===== config.mk =====
export PLATFORM = sky130hd
export DESIGN_NAME = i2c_master_byte_engine_unit
export DESIGN_NICKNAME = d
export VERILOG_FILES = /design/src/rtl/core/i2cbe_pkg.sv /design/src/rtl/core/i2cbe_front.sv /design/src/rtl/core/i2cbe_queue.sv /design/src/rtl/core/i2cbe_back.sv /design/src/rtl/core/i2c_master_byte_engine_unit.sv
export SDC_FILE = /design/constraint.sdc
export NUM_CORES = 1
export LEC_CHECK = 0
export BUFFER_PORTS_ARGS = -buffer_cell sky130_fd_sc_hd__buf_2
export CAP_MARGIN = 20
export CORE_MARGIN = 5
export CORE_UTILIZATION = 45
export CTS_CLUSTER_DIAMETER = 50
export DETAILED_ROUTE_END_ITERATION = 10
export GPL_TIMING_DRIVEN = 0
export HOLD_SLACK_MARGIN = 0.08
export PLACE_DENSITY = 0.71
export SLEW_MARGIN = 20
export SYNTH_ARGS = -nofsm -noshare
export SYNTH_HDL_FRONTEND = slang
export SYNTH_SLANG_ARGS = --single-unit
export TNS_END_PERCENT = 10

===== constraint.sdc =====
create_clock -name clk_i -period 4.9 [get_ports clk_i]
set_input_delay 0.49 -clock clk_i [delete_from_list [all_inputs] [get_ports clk_i]]
set_output_delay 0.49 -clock clk_i [all_outputs]
set_load 0.01 [all_outputs]

===== src/rtl/core/i2cbe_pkg.sv =====
// ----------------------------------------------------------------------------
// I2C master byte engine package
// Shared beat types, command codes and sizing constants.
// ----------------------------------------------------------------------------
package i2cbe_pkg;

  typedef enum logic [2:0] {
    OP_START = 3'd0,
    OP_STOP  = 3'd1,
    OP_WRITE = 3'd2,
    OP_READ  = 3'd3,
    OP_ACK   = 3'd4,
    OP_NACK  = 3'd5,
    OP_WAIT  = 3'd6
  } op_e;

  localparam logic [2:0] OpLast       = 3'd6;
  localparam logic [7:0] AckLimitInit = 8'd250;
  localparam logic [3:0] BitsPerByte  = 4'd8;

  localparam int unsigned QDepth = 2;
  localparam int unsigned QAw    = (QDepth > 1) ? $clog2(QDepth) : 1;
  localparam int unsigned QCw    = $clog2(QDepth + 1);

  typedef struct packed {
    logic       command_valid;
    logic [2:0] operation;
    logic [7:0] write_data;
    logic       sda_level;
  } in_beat_t;

  typedef struct packed {
    logic       scl_level;
    logic       sda_drive;
    logic       sda_enable;
    logic       busy_res;
    logic       done_res;
    logic [7:0] read_byte;
    logic       ack_received;
  } out_beat_t;

  typedef struct packed {
    logic       launch;
    op_e        op;
    logic [7:0] wdata;
    logic       sda;
  } cmd_t;

endpackage


===== src/rtl/core/i2cbe_front.sv =====
// ----------------------------------------------------------------------------
// I2C master byte engine front end
// Classifies each incoming beat into a tick that may launch a command.
// ----------------------------------------------------------------------------
module i2cbe_front (
  input  i2cbe_pkg::in_beat_t beat_i,
  output i2cbe_pkg::cmd_t     cmd_o
);
  import i2cbe_pkg::*;

  always_comb begin
    cmd_o.launch = beat_i.command_valid && (beat_i.operation <= OpLast);
    cmd_o.op     = op_e'(beat_i.operation);
    cmd_o.wdata  = (beat_i.operation == OP_WRITE) ? beat_i.write_data : 8'd0;
    cmd_o.sda    = beat_i.sda_level;
  end

endmodule


===== src/rtl/core/i2cbe_queue.sv =====
// ----------------------------------------------------------------------------
// I2C master byte engine tick queue
// Short first-in first-out buffer between the front and back ends.
// ----------------------------------------------------------------------------
module i2cbe_queue (
  input  logic            clk_i,
  input  logic            rst_ni,
  input  logic            push_valid_i,
  input  i2cbe_pkg::cmd_t push_data_i,
  output logic            push_stall_o,
  output logic            pop_valid_o,
  output i2cbe_pkg::cmd_t pop_data_o,
  input  logic            pop_ready_i
);
  import i2cbe_pkg::*;

  cmd_t             mem_q [QDepth];
  logic [QAw-1:0]   wr_ptr_q, wr_ptr_d;
  logic [QAw-1:0]   rd_ptr_q, rd_ptr_d;
  logic [QCw-1:0]   count_q, count_d;
  logic             push, pop;

  assign push_stall_o = (count_q == QCw'(QDepth));
  assign pop_valid_o  = (count_q != '0);
  assign pop_data_o   = mem_q[rd_ptr_q];
  assign push         = push_valid_i && !push_stall_o;
  assign pop          = pop_valid_o && pop_ready_i;

  function automatic logic [QAw-1:0] ptr_inc(input logic [QAw-1:0] p);
    ptr_inc = (p == QAw'(QDepth - 1)) ? '0 : p + QAw'(1);
  endfunction

  always_comb begin
    wr_ptr_d = push ? ptr_inc(wr_ptr_q) : wr_ptr_q;
    rd_ptr_d = pop ? ptr_inc(rd_ptr_q) : rd_ptr_q;
    count_d  = count_q;
    if (push && !pop) begin
      count_d = count_q + QCw'(1);
    end else if (pop && !push) begin
      count_d = count_q - QCw'(1);
    end
  end

  always_ff @(posedge clk_i) begin
    if (push) begin
      mem_q[wr_ptr_q] <= push_data_i;
    end
  end

  always_ff @(posedge clk_i or negedge rst_ni) begin
    if (!rst_ni) begin
      wr_ptr_q <= '0;
      rd_ptr_q <= '0;
      count_q  <= '0;
    end else begin
      wr_ptr_q <= wr_ptr_d;
      rd_ptr_q <= rd_ptr_d;
      count_q  <= count_d;
    end
  end

endmodule


===== src/rtl/core/i2cbe_back.sv =====
// ----------------------------------------------------------------------------
// I2C master byte engine back end
// Phase sequencer for SCL and SDA with a registered result beat.
// ----------------------------------------------------------------------------
module i2cbe_back (
  input  logic                 clk_i,
  input  logic                 rst_ni,
  input  logic                 cfg_we_i,
  input  logic [7:0]           cfg_wdata_i,
  input  logic                 cmd_valid_i,
  input  i2cbe_pkg::cmd_t      cmd_i,
  output logic                 cmd_ready_o,
  output logic                 out_valid_o,
  output i2cbe_pkg::out_beat_t out_beat_o,
  input  logic                 out_stall_i
);
  import i2cbe_pkg::*;

  op_e        active_q, active_d;
  logic [1:0] phase_q, phase_d;
  logic [3:0] bits_q, bits_d;
  logic [7:0] shift_q, shift_d;
  logic [7:0] poll_q, poll_d;
  logic       scl_q, scl_d, sda_q, sda_d, en_q, en_d;
  logic       run_q, run_d;
  logic [7:0] limit_q;
  logic       oval_q;
  out_beat_t  obeat_q, obeat_d;
  logic       fire;
  logic       done, ackr;
  logic [7:0] rbyte;
  logic [3:0] bits_inc;
  logic [8:0] poll_inc;

  assign cmd_ready_o = !oval_q || !out_stall_i;
  assign fire        = cmd_valid_i && cmd_ready_o;
  assign out_valid_o = oval_q;
  assign out_beat_o  = obeat_q;

  always_comb begin
    active_d = active_q;
    phase_d  = phase_q;
    bits_d   = bits_q;
    shift_d  = shift_q;
    poll_d   = poll_q;
    run_d    = run_q;
    scl_d    = scl_q;
    sda_d    = sda_q;
    en_d     = en_q;
    done     = 1'b0;
    ackr     = 1'b0;
    rbyte    = 8'd0;

    if (!run_q && cmd_i.launch) begin
      run_d    = 1'b1;
      active_d = cmd_i.op;
      phase_d  = 2'd0;
      bits_d   = 4'd0;
      poll_d   = 8'd0;
      shift_d  = cmd_i.wdata;
    end

    bits_inc = bits_d + 4'd1;
    poll_inc = {1'b0, poll_d} + 9'd1;

    if (run_d) begin
      case (active_d)
        OP_START: begin
          if (phase_d == 2'd0) begin
            {scl_d, sda_d, en_d} = 3'b111;
            phase_d = 2'd1;
          end else if (phase_d == 2'd1) begin
            {scl_d, sda_d, en_d} = 3'b101;
            phase_d = 2'd2;
          end else begin
            {scl_d, sda_d, en_d} = 3'b001;
            done = 1'b1;
          end
        end
        OP_STOP: begin
          if (phase_d == 2'd0) begin
            {scl_d, sda_d, en_d} = 3'b001;
            phase_d = 2'd1;
          end else if (phase_d == 2'd1) begin
            {scl_d, sda_d, en_d} = 3'b101;
            phase_d = 2'd2;
          end else if (phase_d == 2'd2) begin
            {scl_d, sda_d, en_d} = 3'b111;
            phase_d = 2'd3;
          end else begin
            {scl_d, sda_d, en_d} = 3'b011;
            done = 1'b1;
          end
        end
        OP_ACK, OP_NACK: begin
          sda_d = (active_d == OP_NACK);
          en_d  = 1'b1;
          if (phase_d == 2'd0) begin
            scl_d   = 1'b0;
            phase_d = 2'd1;
          end else if (phase_d == 2'd1) begin
            scl_d   = 1'b1;
            phase_d = 2'd2;
          end else begin
            scl_d = 1'b0;
            done  = 1'b1;
          end
        end
        OP_WRITE: begin
          en_d = 1'b1;
          if (phase_d == 2'd0) begin
            scl_d   = 1'b0;
            sda_d   = shift_d[7];
            phase_d = 2'd1;
          end else if (phase_d == 2'd1) begin
            scl_d   = 1'b1;
            sda_d   = shift_d[7];
            shift_d = {shift_d[6:0], 1'b0};
            bits_d  = bits_inc;
            phase_d = (bits_inc >= BitsPerByte) ? 2'd2 : 2'd0;
          end else begin
            scl_d = 1'b0;
            sda_d = sda_q;
            done  = 1'b1;
          end
        end
        OP_READ: begin
          sda_d = 1'b1;
          en_d  = 1'b0;
          if (phase_d == 2'd0) begin
            scl_d   = 1'b0;
            phase_d = 2'd1;
          end else if (phase_d == 2'd1) begin
            scl_d   = 1'b1;
            shift_d = {shift_d[6:0], cmd_i.sda};
            bits_d  = bits_inc;
            phase_d = (bits_inc >= BitsPerByte) ? 2'd2 : 2'd0;
          end else begin
            scl_d = 1'b0;
            rbyte = shift_d;
            done  = 1'b1;
          end
        end
        OP_WAIT: begin
          sda_d = 1'b1;
          if (phase_d == 2'd0) begin
            scl_d   = 1'b0;
            en_d    = 1'b1;
            phase_d = 2'd1;
          end else if (phase_d == 2'd1) begin
            scl_d   = 1'b1;
            en_d    = 1'b0;
            phase_d = 2'd2;
          end else if (phase_d == 2'd2) begin
            scl_d = 1'b1;
            en_d  = 1'b0;
            if (!cmd_i.sda) begin
              phase_d = 2'd3;
            end else if (poll_inc > {1'b0, limit_q}) begin
              active_d = OP_STOP;
              phase_d  = 2'd0;
            end else begin
              poll_d = poll_inc[7:0];
            end
          end else begin
            scl_d = 1'b0;
            en_d  = 1'b0;
            ackr  = 1'b1;
            done  = 1'b1;
          end
        end
        default: begin
          run_d = 1'b0;
        end
      endcase
      if (done) begin
        run_d = 1'b0;
      end
    end

    obeat_d.scl_level    = scl_d;
    obeat_d.sda_drive    = sda_d;
    obeat_d.sda_enable   = en_d;
    obeat_d.busy_res     = run_d;
    obeat_d.done_res     = done;
    obeat_d.read_byte    = rbyte;
    obeat_d.ack_received = ackr;
  end

  always_ff @(posedge clk_i or negedge rst_ni) begin
    if (!rst_ni) begin
      active_q <= OP_START;
      phase_q  <= 2'd0;
      bits_q   <= 4'd0;
      shift_q  <= 8'd0;
      poll_q   <= 8'd0;
      scl_q    <= 1'b1;
      sda_q    <= 1'b1;
      en_q     <= 1'b0;
      run_q    <= 1'b0;
      oval_q   <= 1'b0;
    end else begin
      if (fire) begin
        active_q <= active_d;
        phase_q  <= phase_d;
        bits_q   <= bits_d;
        shift_q  <= shift_d;
        poll_q   <= poll_d;
        scl_q    <= scl_d;
        sda_q    <= sda_d;
        en_q     <= en_d;
        run_q    <= run_d;
        oval_q   <= 1'b1;
      end else if (!out_stall_i) begin
        oval_q <= 1'b0;
      end
    end
  end

  always_ff @(posedge clk_i or negedge rst_ni) begin
    if (!rst_ni) begin
      limit_q <= AckLimitInit;
    end else if (cfg_we_i) begin
      limit_q <= cfg_wdata_i;
    end
  end

  always_ff @(posedge clk_i) begin
    if (fire) begin
      obeat_q <= obeat_d;
    end
  end

endmodule


===== src/rtl/core/i2c_master_byte_engine_unit.sv =====
// ----------------------------------------------------------------------------
// I2C master byte engine
// Tick-driven I2C master sequencer with a decoupled classify and execute path.
//
//   Channel   Signals                          Moves
//   input     in_valid_i / in_stall_o          one tick beat, in_beat_i
//   output    out_valid_o / out_stall_i        one result beat per tick
//   config    cfg_we_i / cfg_wdata_i           acknowledge timeout limit
//
// One tick beat is accepted per cycle while in_stall_o is low, and its result
// beat is offered at the output once the tick has passed the queue and the
// result register; the phase sequencer steps once per taken tick.
// Reset leaves SCL high, SDA released and the timeout limit at 250.
// A two-beat queue and the result register absorb output stalls, so the
// input stalls only once both are full.
// ----------------------------------------------------------------------------
module i2c_master_byte_engine_unit (
  input  logic                 clk_i,
  input  logic                 rst_ni,
  input  logic                 cfg_we_i,
  input  logic [7:0]           cfg_wdata_i,
  input  logic                 in_valid_i,
  input  i2cbe_pkg::in_beat_t  in_beat_i,
  output logic                 in_stall_o,
  output logic                 out_valid_o,
  output i2cbe_pkg::out_beat_t out_beat_o,
  input  logic                 out_stall_i
);
  import i2cbe_pkg::*;

  cmd_t front_cmd;
  cmd_t queue_cmd;
  logic queue_valid;
  logic back_ready;

  i2cbe_front u_front (
    .beat_i (in_beat_i),
    .cmd_o  (front_cmd)
  );

  i2cbe_queue u_queue (
    .clk_i        (clk_i),
    .rst_ni       (rst_ni),
    .push_valid_i (in_valid_i),
    .push_data_i  (front_cmd),
    .push_stall_o (in_stall_o),
    .pop_valid_o  (queue_valid),
    .pop_data_o   (queue_cmd),
    .pop_ready_i  (back_ready)
  );

  i2cbe_back u_back (
    .clk_i       (clk_i),
    .rst_ni      (rst_ni),
    .cfg_we_i    (cfg_we_i),
    .cfg_wdata_i (cfg_wdata_i),
    .cmd_valid_i (queue_valid),
    .cmd_i       (queue_cmd),
    .cmd_ready_o (back_ready),
    .out_valid_o (out_valid_o),
    .out_beat_o  (out_beat_o),
    .out_stall_i (out_stall_i)
  );

endmodule

==> impl_metrics.csv, run 1 <==
group,metric,value,unit
place,postPlaceCellArea,4900,um2
timing,fin_skew,0.0105,ns
global_routing,grt_pass1_vias,3393,
yosys,synthAdderAreaFrac,4.42,%
pwr,ir_worst_vdd,0.000271,V
clock_tree,clockBufferDepth,2,
yosys,synth_top_family_by_area,"simple AND/OR/NAND/NOR gates",
run,maxCapViolCount,0,
cells_and_area,finalNetCount,529,
outcome,status,"finished clean",
critical_path,crit_path_end_kind,"flop",
floorplanning,die_x,110,um
clock_tree,clk_latency,0.36,ns
global_routing,grt-ovfl-total,0,
drt,routed-via-count,3459,
global_routing,grt_usage,17.0,%
drt,drc,0,
timing,slew_viol_final,0,
clock_tree,cts_setup_buffers,0,
floorplanning,core_area,9770,um2
cells_and_area,num_antenna_cells,0,
place,hpwl,7230,um
critical_path,start_kind,"flop",
critical_path,critPathMaxStageDelay,0.38,ns
cells_and_area,fillCellCount,933,
critical_path,arrival,4.60,ns
yosys,synth_top_flop_cell,"edfxtp_1",
floorplanning,rows,36,
global_routing,grt_pass1_wl,16100,um
timing,setup_viol,0,
global_routing,gr-usage-met1,21.7,%
global_routing,antenna_found_initial,0,
critical_path,required,5.13,ns
yosys,synthCells,435,
place,io_buffers,41,
global_routing,grtUsageMet2,28.1,%
cells_and_area,final_common_cell,"buf_2",
drt,drt_wl_total,9730,um
clock_tree,cts_max_level,3,
clock_tree,cts_tree,"yes",
cells_and_area,multiInputGateArea,2090,um2
critical_path,cp-startpoint,"u_queue.rd_ptr_q",
yosys,synthTopCellsByArea,"edfxtp_1 (27%), dfrtp_1 (19%), dfstp_2 (4.6%)",
critical_path,cpLargestDelayFamily,"compound AO/OA/AOI/OAI gates",
pwr,p_per_area,572,nW/um2
yosys,syn_nets,477,
yosys,synth_area,4530,um2
critical_path,r2r_slack,0.53,ns
critical_path,crit_chain,"buf_6 > mux2_4 > nand2_4 > buf_2 > buf_2 > and2_1 > ha_1 > and3_1 > nand3_1 > xor2_1 > nor2_1 > ha_1 > a211oi_1 > o221ai_1 > o21ai_0 > nand4_2 > buf_4 > o211ai_1 > o41ai_2",
global_routing,grt_start_max_net_pins,43,
timing,fin_crit,4.37,ns
clock_tree,holdBufCountCts,0,
place,place_ws,0.530,ns
cells_and_area,drive_above_1_share,21.5,%
yosys,yosys_warnings,0,
global_routing,busiest_layer,"met2",
yosys,synth-seq-cells,82,
timing,fin_tns_setup,0,ns
clock_tree,cts_buffers,9,
yosys,yosys.area_share.simple,17.9,%
critical_path,path_buf_inv,4,
yosys,synth_edf_count,40,
hold_path,holdCritPathClass,"input port to async pin",
critical_path,crit_type,"flop to flop",
pwr,p_leak,2.12,nW
drt,avgViaCountPerCell,5.53,
floorplanning,start_util,46.3,%
yosys,yosys.area_share.xor_xnor,3.09,%
drt,dr.pass1.iters,5,
cells_and_area,final_cell_mix,"buf_2 (46), edfxtp_1 (40), nor2_1 (39), nand2_1 (37), dfrtp_1 (34)",
yosys,synth.distinct_cells,69,
timing,worst_pin_slew,0.961,ns
clock_tree,cts_sinks,82,
clock_tree,clk_pin_slew,0.09,ns
timing,hold_violations,0,
yosys,yosysSeqAreaShare,49.9,%
drt,dr.first_iter.drc_count,247,
timing,rsz0062_at_grt,"no",
yosys,netlist.area_leader.share,26.5,%
yosys,synth_area_leader_cell,"edfxtp_1",
timing,max_freq,229,MHz
clock_tree,cts_resized,0,
yosys,synthMuxAreaShare,5.06,%
critical_path,timing.rr.start,"u_queue.rd_ptr_q",
critical_path,slowest_stage,"dfrtp_1",
floorplanning,ioPinCount,42,
timing,layout_setup_ws,0.529,ns
critical_path,path_max_fanout,10,
drt,post_drt_wl_per_cell,15.6,um
cells_and_area,fin_area,5100,um2
timing,layout_worst_path_cycle_share,89.2,%
cells_and_area,area_growth,12.7,%
global_routing,grt_util_met3,3.61,%
yosys,ys_async_sr_fraction,51.2,%
timing,slew_headroom,36.0,%
clock_tree,clockRootBuffer,"clkbuf_8",
floorplanning,die_h,110,um
floorplanning,dieArea,12200,um2
drt,ant_nets,0,
cells_and_area,post-route-util,52.2,%
yosys,syn_avg_cell_area,10.4,um2
place,place.gp.congestion,0.932,
cells_and_area,regArea,2260,um2
yosys,synth_compound_area_share,15.6,%
[cell families (layout without fill, tap and decap cells)]
| group | after synthesis | count (layout) |
|---|---|---|
| and+or+nand+nor | 155 | 155 |
| DFF | 82 | 82 |
| AOI/OAI and AO/OA | 107 | 107 |
| adders and majority gates | 16 | 16 |
| buffers and inverters | 38 | 95 |
| xor gates and xnor gates | 16 | 16 |
| muxes | 21 | 21 |
[path summary, 6_finish.rpt]
kind | to | cells after the start
worst max-delay path | u_back.poll_q[4] | 19
worst min register to register | u_back.shift_q[5] | 2
min in group clk_i | u_queue.mem_q[0][0] | 1
worst min-delay path | u_back.limit_q[2] | 1
worst max register to register | u_back.poll_q[4] | 19
max in group asynchronous | u_queue.rd_ptr_q | 1
[synthesized netlist by cell type (3+ instances only)]
library cell,count
clkbuf_1,8
a31oi_1,6
dfstp_2,8
buf_6,3
nor3_1,6
and3_1,7
nand3_1,18
edfxtp_1,40
nor3b_1,3
a21o_1,6
inv_1,18
buf_4,3
and2_1,12
a22oi_1,4
nand2_1,37
xor2_1,8
mux2i_1,11
nor2_1,40
or4_1,3
buf_2,5
o21ai_0,26
o21ai_1,4
nor2b_1,3
xnor2_1,8
dfrtp_1,34
ha_1,16
a21oi_1,22
o211ai_1,9
a22o_1,4
mux2_2,8
nand4_1,5
[final cells by class]
class,instances,area share [%]
multi-input cells,315,40.9
flip-flops and latches,82,44.3
clock buffers,9,2.43
plain buffers,20,2.28
repair buffers,41,4.02
clock inverters,7,1.50
inverters,18,1.32
well taps,133,3.26
[per-layer routing]
metal | vias to the layer above | part of all wire [%] | wire length [um]
met5 | - | 0 | 0
met4 | 0 | 2.1 | 206
met3 | 19 | 5.2 | 506
met2 | 112 | 48 | 4690
met1 | 1641 | 45 | 4330
li1 | 1687 | - | -
[flip-flops by register name (all words and copies together), names as in the netlist, 2 cells and up]
| register | flops |
|---|---|
| u_back.limit_q | 8 |
| u_back.active_q | 3 |
| u_queue.mem_q | 26 |
| u_back.out_beat_o | 14 |
| u_queue.count_q | 2 |
| u_back.shift_q | 8 |
| u_back.phase_q | 2 |
| u_back.poll_q | 8 |
| u_back.bits_q | 4 |
[through the flow]
stage	hold WS (ns)	total power, mW	std cells
finish	0.283	2.92	625
global placement	0.467	2.40	609
detailed placement	0.481	2.43	609
global route	0.312	3.12	625
CTS	0.312	2.93	625
floorplan	0.194	2.05	435
[where the power goes]
part / switching [mW] / leakage, nW / internal, mW
Sequential: 0.101 / 0.900 / 0.963
Clock: 0.258 / 0.0966 / 0.240
Combinational: 0.851 / 1.12 / 0.509
Note: power is estimated with default switching activity, not from simulation.
==> run 2, diff against run 1 <==
--- a/config.mk
+++ b/config.mk
@@ -5,6 +5,7 @@
 export SDC_FILE = /design/constraint.sdc
 export NUM_CORES = 1
 export LEC_CHECK = 0
+export ABC_AREA = 1
 export BUFFER_PORTS_ARGS = -buffer_cell sky130_fd_sc_hd__buf_2
 export CAP_MARGIN = 20
 export CORE_MARGIN = 5
==> impl_metrics.csv, run 2 <==
group,metric,value,unit
outcome,status,"finished clean",
yosys,synth_edf_count,40,
cells_and_area,multiInputGateArea,1760,um2
cells_and_area,fin_area,5010,um2
timing,rsz0062_at_grt,"no",
clock_tree,cts_tree,"yes",
yosys,yosysMostFrequentCell,"nand2_1",
clock_tree,clk_latency,0.37,ns
clock_tree,cts_resized,0,
pwr,ir_worst_vdd,0.000288,V
clock_tree,cts_sinks,82,
drt,ant_nets,0,
yosys,synth_compound_area_share,10.7,%
cells_and_area,final_common_cell,"nand2_1",
drt,dr.pass1.iters,5,
yosys,synthAdderAreaFrac,4.61,%
timing,max_freq,261,MHz
hold_path,hold_depth,1,
critical_path,r2r-end,"u_back.poll_q[1]",
yosys,synth_top_flop_cell,"edfxtp_1",
timing,worst_pin_slew,0.675,ns
floorplanning,die_h,108,um
yosys,synthTopCellsByArea,"edfxtp_1 (28%), dfrtp_1 (20%), nand2_1 (8.6%)",
cells_and_area,fillCellCount,856,
clock_tree,clockRootBuffer,"clkbuf_8",
cells_and_area,final_cell_mix,"nand2_1 (100), nor2_1 (72), inv_1 (64), buf_2 (44), edfxtp_1 (40)",
timing,fin_crit,3.83,ns
global_routing,grt_pass1_vias,3358,
clock_tree,cts_buffers,9,
yosys,yosys.area_share.simple,22.1,%
drt,dr.first_iter.drc_count,190,
yosys,synth_area_leader_cell,"edfxtp_1",
yosys,ys_async_sr_fraction,51.2,%
yosys,netlist.area_leader.share,27.6,%
yosys,synth_commonest_cells,"nand2_1 (100), nor2_1 (74), inv_1 (64)",
timing,fin_skew,0.0135,ns
cells_and_area,top_register,"u_queue.mem_q",
cells_and_area,largest_register_ffs,26,
yosys,synth-seq-cells,82,
yosys,synth_area,4350,um2
floorplanning,core_area,9330,um2
global_routing,antenna_found_initial,0,
critical_path,crit_path_end_kind,"flop",
yosys,syn_nets,544,
clock_tree,cts_max_level,3,
critical_path,start_kind,"flop",
floorplanning,dieArea,11700,um2
cells_and_area,area_growth,15.2,%
cells_and_area,finalNetCount,598,
critical_path,path_max_fanout,10,
clock_tree,clockBufferDepth,2,
timing,slew_headroom,54.9,%
global_routing,grt_pass1_wl,15600,um
timing,hold_violations,0,
timing,layout_setup_ws,1.07,ns
global_routing,grt-ovfl-total,0,
hold_path,holdCritPathClass,"input port to flop",
drt,drt_wl_total,9240,um
yosys,synthCells,502,
yosys,synth.distinct_cells,41,
cells_and_area,drive_above_1_share,16.6,%
timing,setup_viol,0,
yosys,syn_avg_cell_area,8.66,um2
yosys,yosysSeqAreaShare,52.0,%
pwr,p_per_area,652,nW/um2
drt,post_drt_wl_per_cell,13.4,um
yosys,synth_top_family_by_area,"simple AND/OR/NAND/NOR gates",
yosys,yosys_warnings,0,
timing,slew_viol_final,0,
critical_path,crit_type,"flop to flop",
yosys,synthMuxAreaShare,0.259,%
drt,routed-via-count,3504,
clock_tree,cts_setup_buffers,0,
floorplanning,start_util,46.6,%
global_routing,grt_start_max_net_pins,43,
critical_path,reg2reg_depth,27,
floorplanning,ioPinCount,42,
hold_path,whs_endpoint,"u_queue.mem_q[0][0]",
hold_path,hp-start,"in_beat_i[0]",
cells_and_area,num_antenna_cells,0,
place,postPlaceCellArea,4710,um2
place,place_ws,1.11,ns
floorplanning,die_x,108,um
global_routing,grt_usage,17.0,%
critical_path,arrival,4.12,ns
critical_path,timing.rr.start,"u_queue.rd_ptr_q",
cells_and_area,regArea,2260,um2
clock_tree,holdBufCountCts,0,
pwr,p_leak,2.35,nW
yosys,yosys.area_share.xor_xnor,2.82,%
place,io_buffers,41,
timing,layout_worst_path_cycle_share,78.2,%
clock_tree,clk_pin_slew,0.09,ns
place,hpwl,6760,um
critical_path,r2r_slack,1.07,ns
cells_and_area,post-route-util,53.7,%
timing,fin_tns_setup,0,ns
floorplanning,rows,35,
run,maxCapViolCount,0,
critical_path,required,5.18,ns
drt,drc,0,
place,place.gp.congestion,0.875,
drt,avgViaCountPerCell,5.08,
## run 2: cells by family after synthesis
family | after synthesis
AND/OR/NAND/NOR | 226
multiplexers | 1
buffers and inverters | 83
AO/OA/AOI/OAI | 80
adder cells (fa/ha/maj) | 16
XOR/XNOR | 14
flip-flops | 82
## run 2: how the worst max path moves through the flow
stage,to,start,depth (start not counted),slack (ns)
2_1_floorplan,u_back.poll_q[0],u_queue.rd_ptr_q,25,1.78
5_1_grt,u_back.poll_q[1],u_queue.rd_ptr_q,27,0.64
3_3_place_gp,u_back.poll_q[0],u_queue.rd_ptr_q,25,1.21
4_1_cts,u_back.poll_q[1],u_queue.rd_ptr_q,27,1.07
3_5_place_dp,u_back.poll_q[1],u_queue.rd_ptr_q,27,1.11
6_report,u_back.poll_q[1],u_queue.rd_ptr_q,27,1.07
## run 2: worst max-delay path, stage by stage, from the launching register on
cell and delay (ns):
dfrtp_1 0.43, inv_2 0.11, nand2_2 0.06, nand3_2 0.07
inv_2 0.05, buf_6 0.14, clkbuf_1 0.24, nor2_1 0.26
ha_1 0.26, nand3_1 0.14, nor2_1 0.23, xnor2_1 0.16
ha_1 0.27, nand2_1 0.09, nor2_1 0.06, nand2_1 0.05
nand3_1 0.07, nand2_1 0.06, nand2_1 0.05, nand2_1 0.05
nand3_1 0.09, nand2_1 0.12, nand3_1 0.12, nor2_1 0.20
nand2_1 0.10, nor2_1 0.11, nor2_1 0.06, nor2_1 0.10
## run 2: layer usage
| layer | routed length [um] | global-route usage, % | share of wire [%] | vias to the layer above |
|---|---|---|---|---|
| met5 | 0 | 0 | 0 | - |
| met4 | 143 | 5.50 | 1.5 | 0 |
| met3 | 544 | 3.64 | 5.9 | 15 |
| met2 | 4310 | 27.3 | 47 | 97 |
| met1 | 4230 | 23.0 | 46 | 1646 |
| li1 | - | - | - | 1746 |
## run 2: through the flow
stage	total power [mW]	std cells	hold WS (ns)
after floorplan	2.22	502	0.194
after global placement	2.60	672	0.458
after detailed placement	2.65	672	0.469
after CTS	3.27	688	0.301
after global routing	3.56	690	0.294
final	3.27	690	0.310
## run 2: where the power goes
group | switching, mW | internal, mW
Sequential | 0.0931 | 1.00
Combinational | 1.05 | 0.502
Clock | 0.269 | 0.348
## run 2: final cells by class
cell class                      count  area share, %
Timing Repair Buffer               43           4.70
Tap cell                          129           3.22
Sequential cell                    82           45.2
Clock buffer                        9           2.47
Buffer                             13           1.30
Multi-Input combinational cell    337           35.2
Clock inverter                      7           2.65
Inverter                           70           5.25
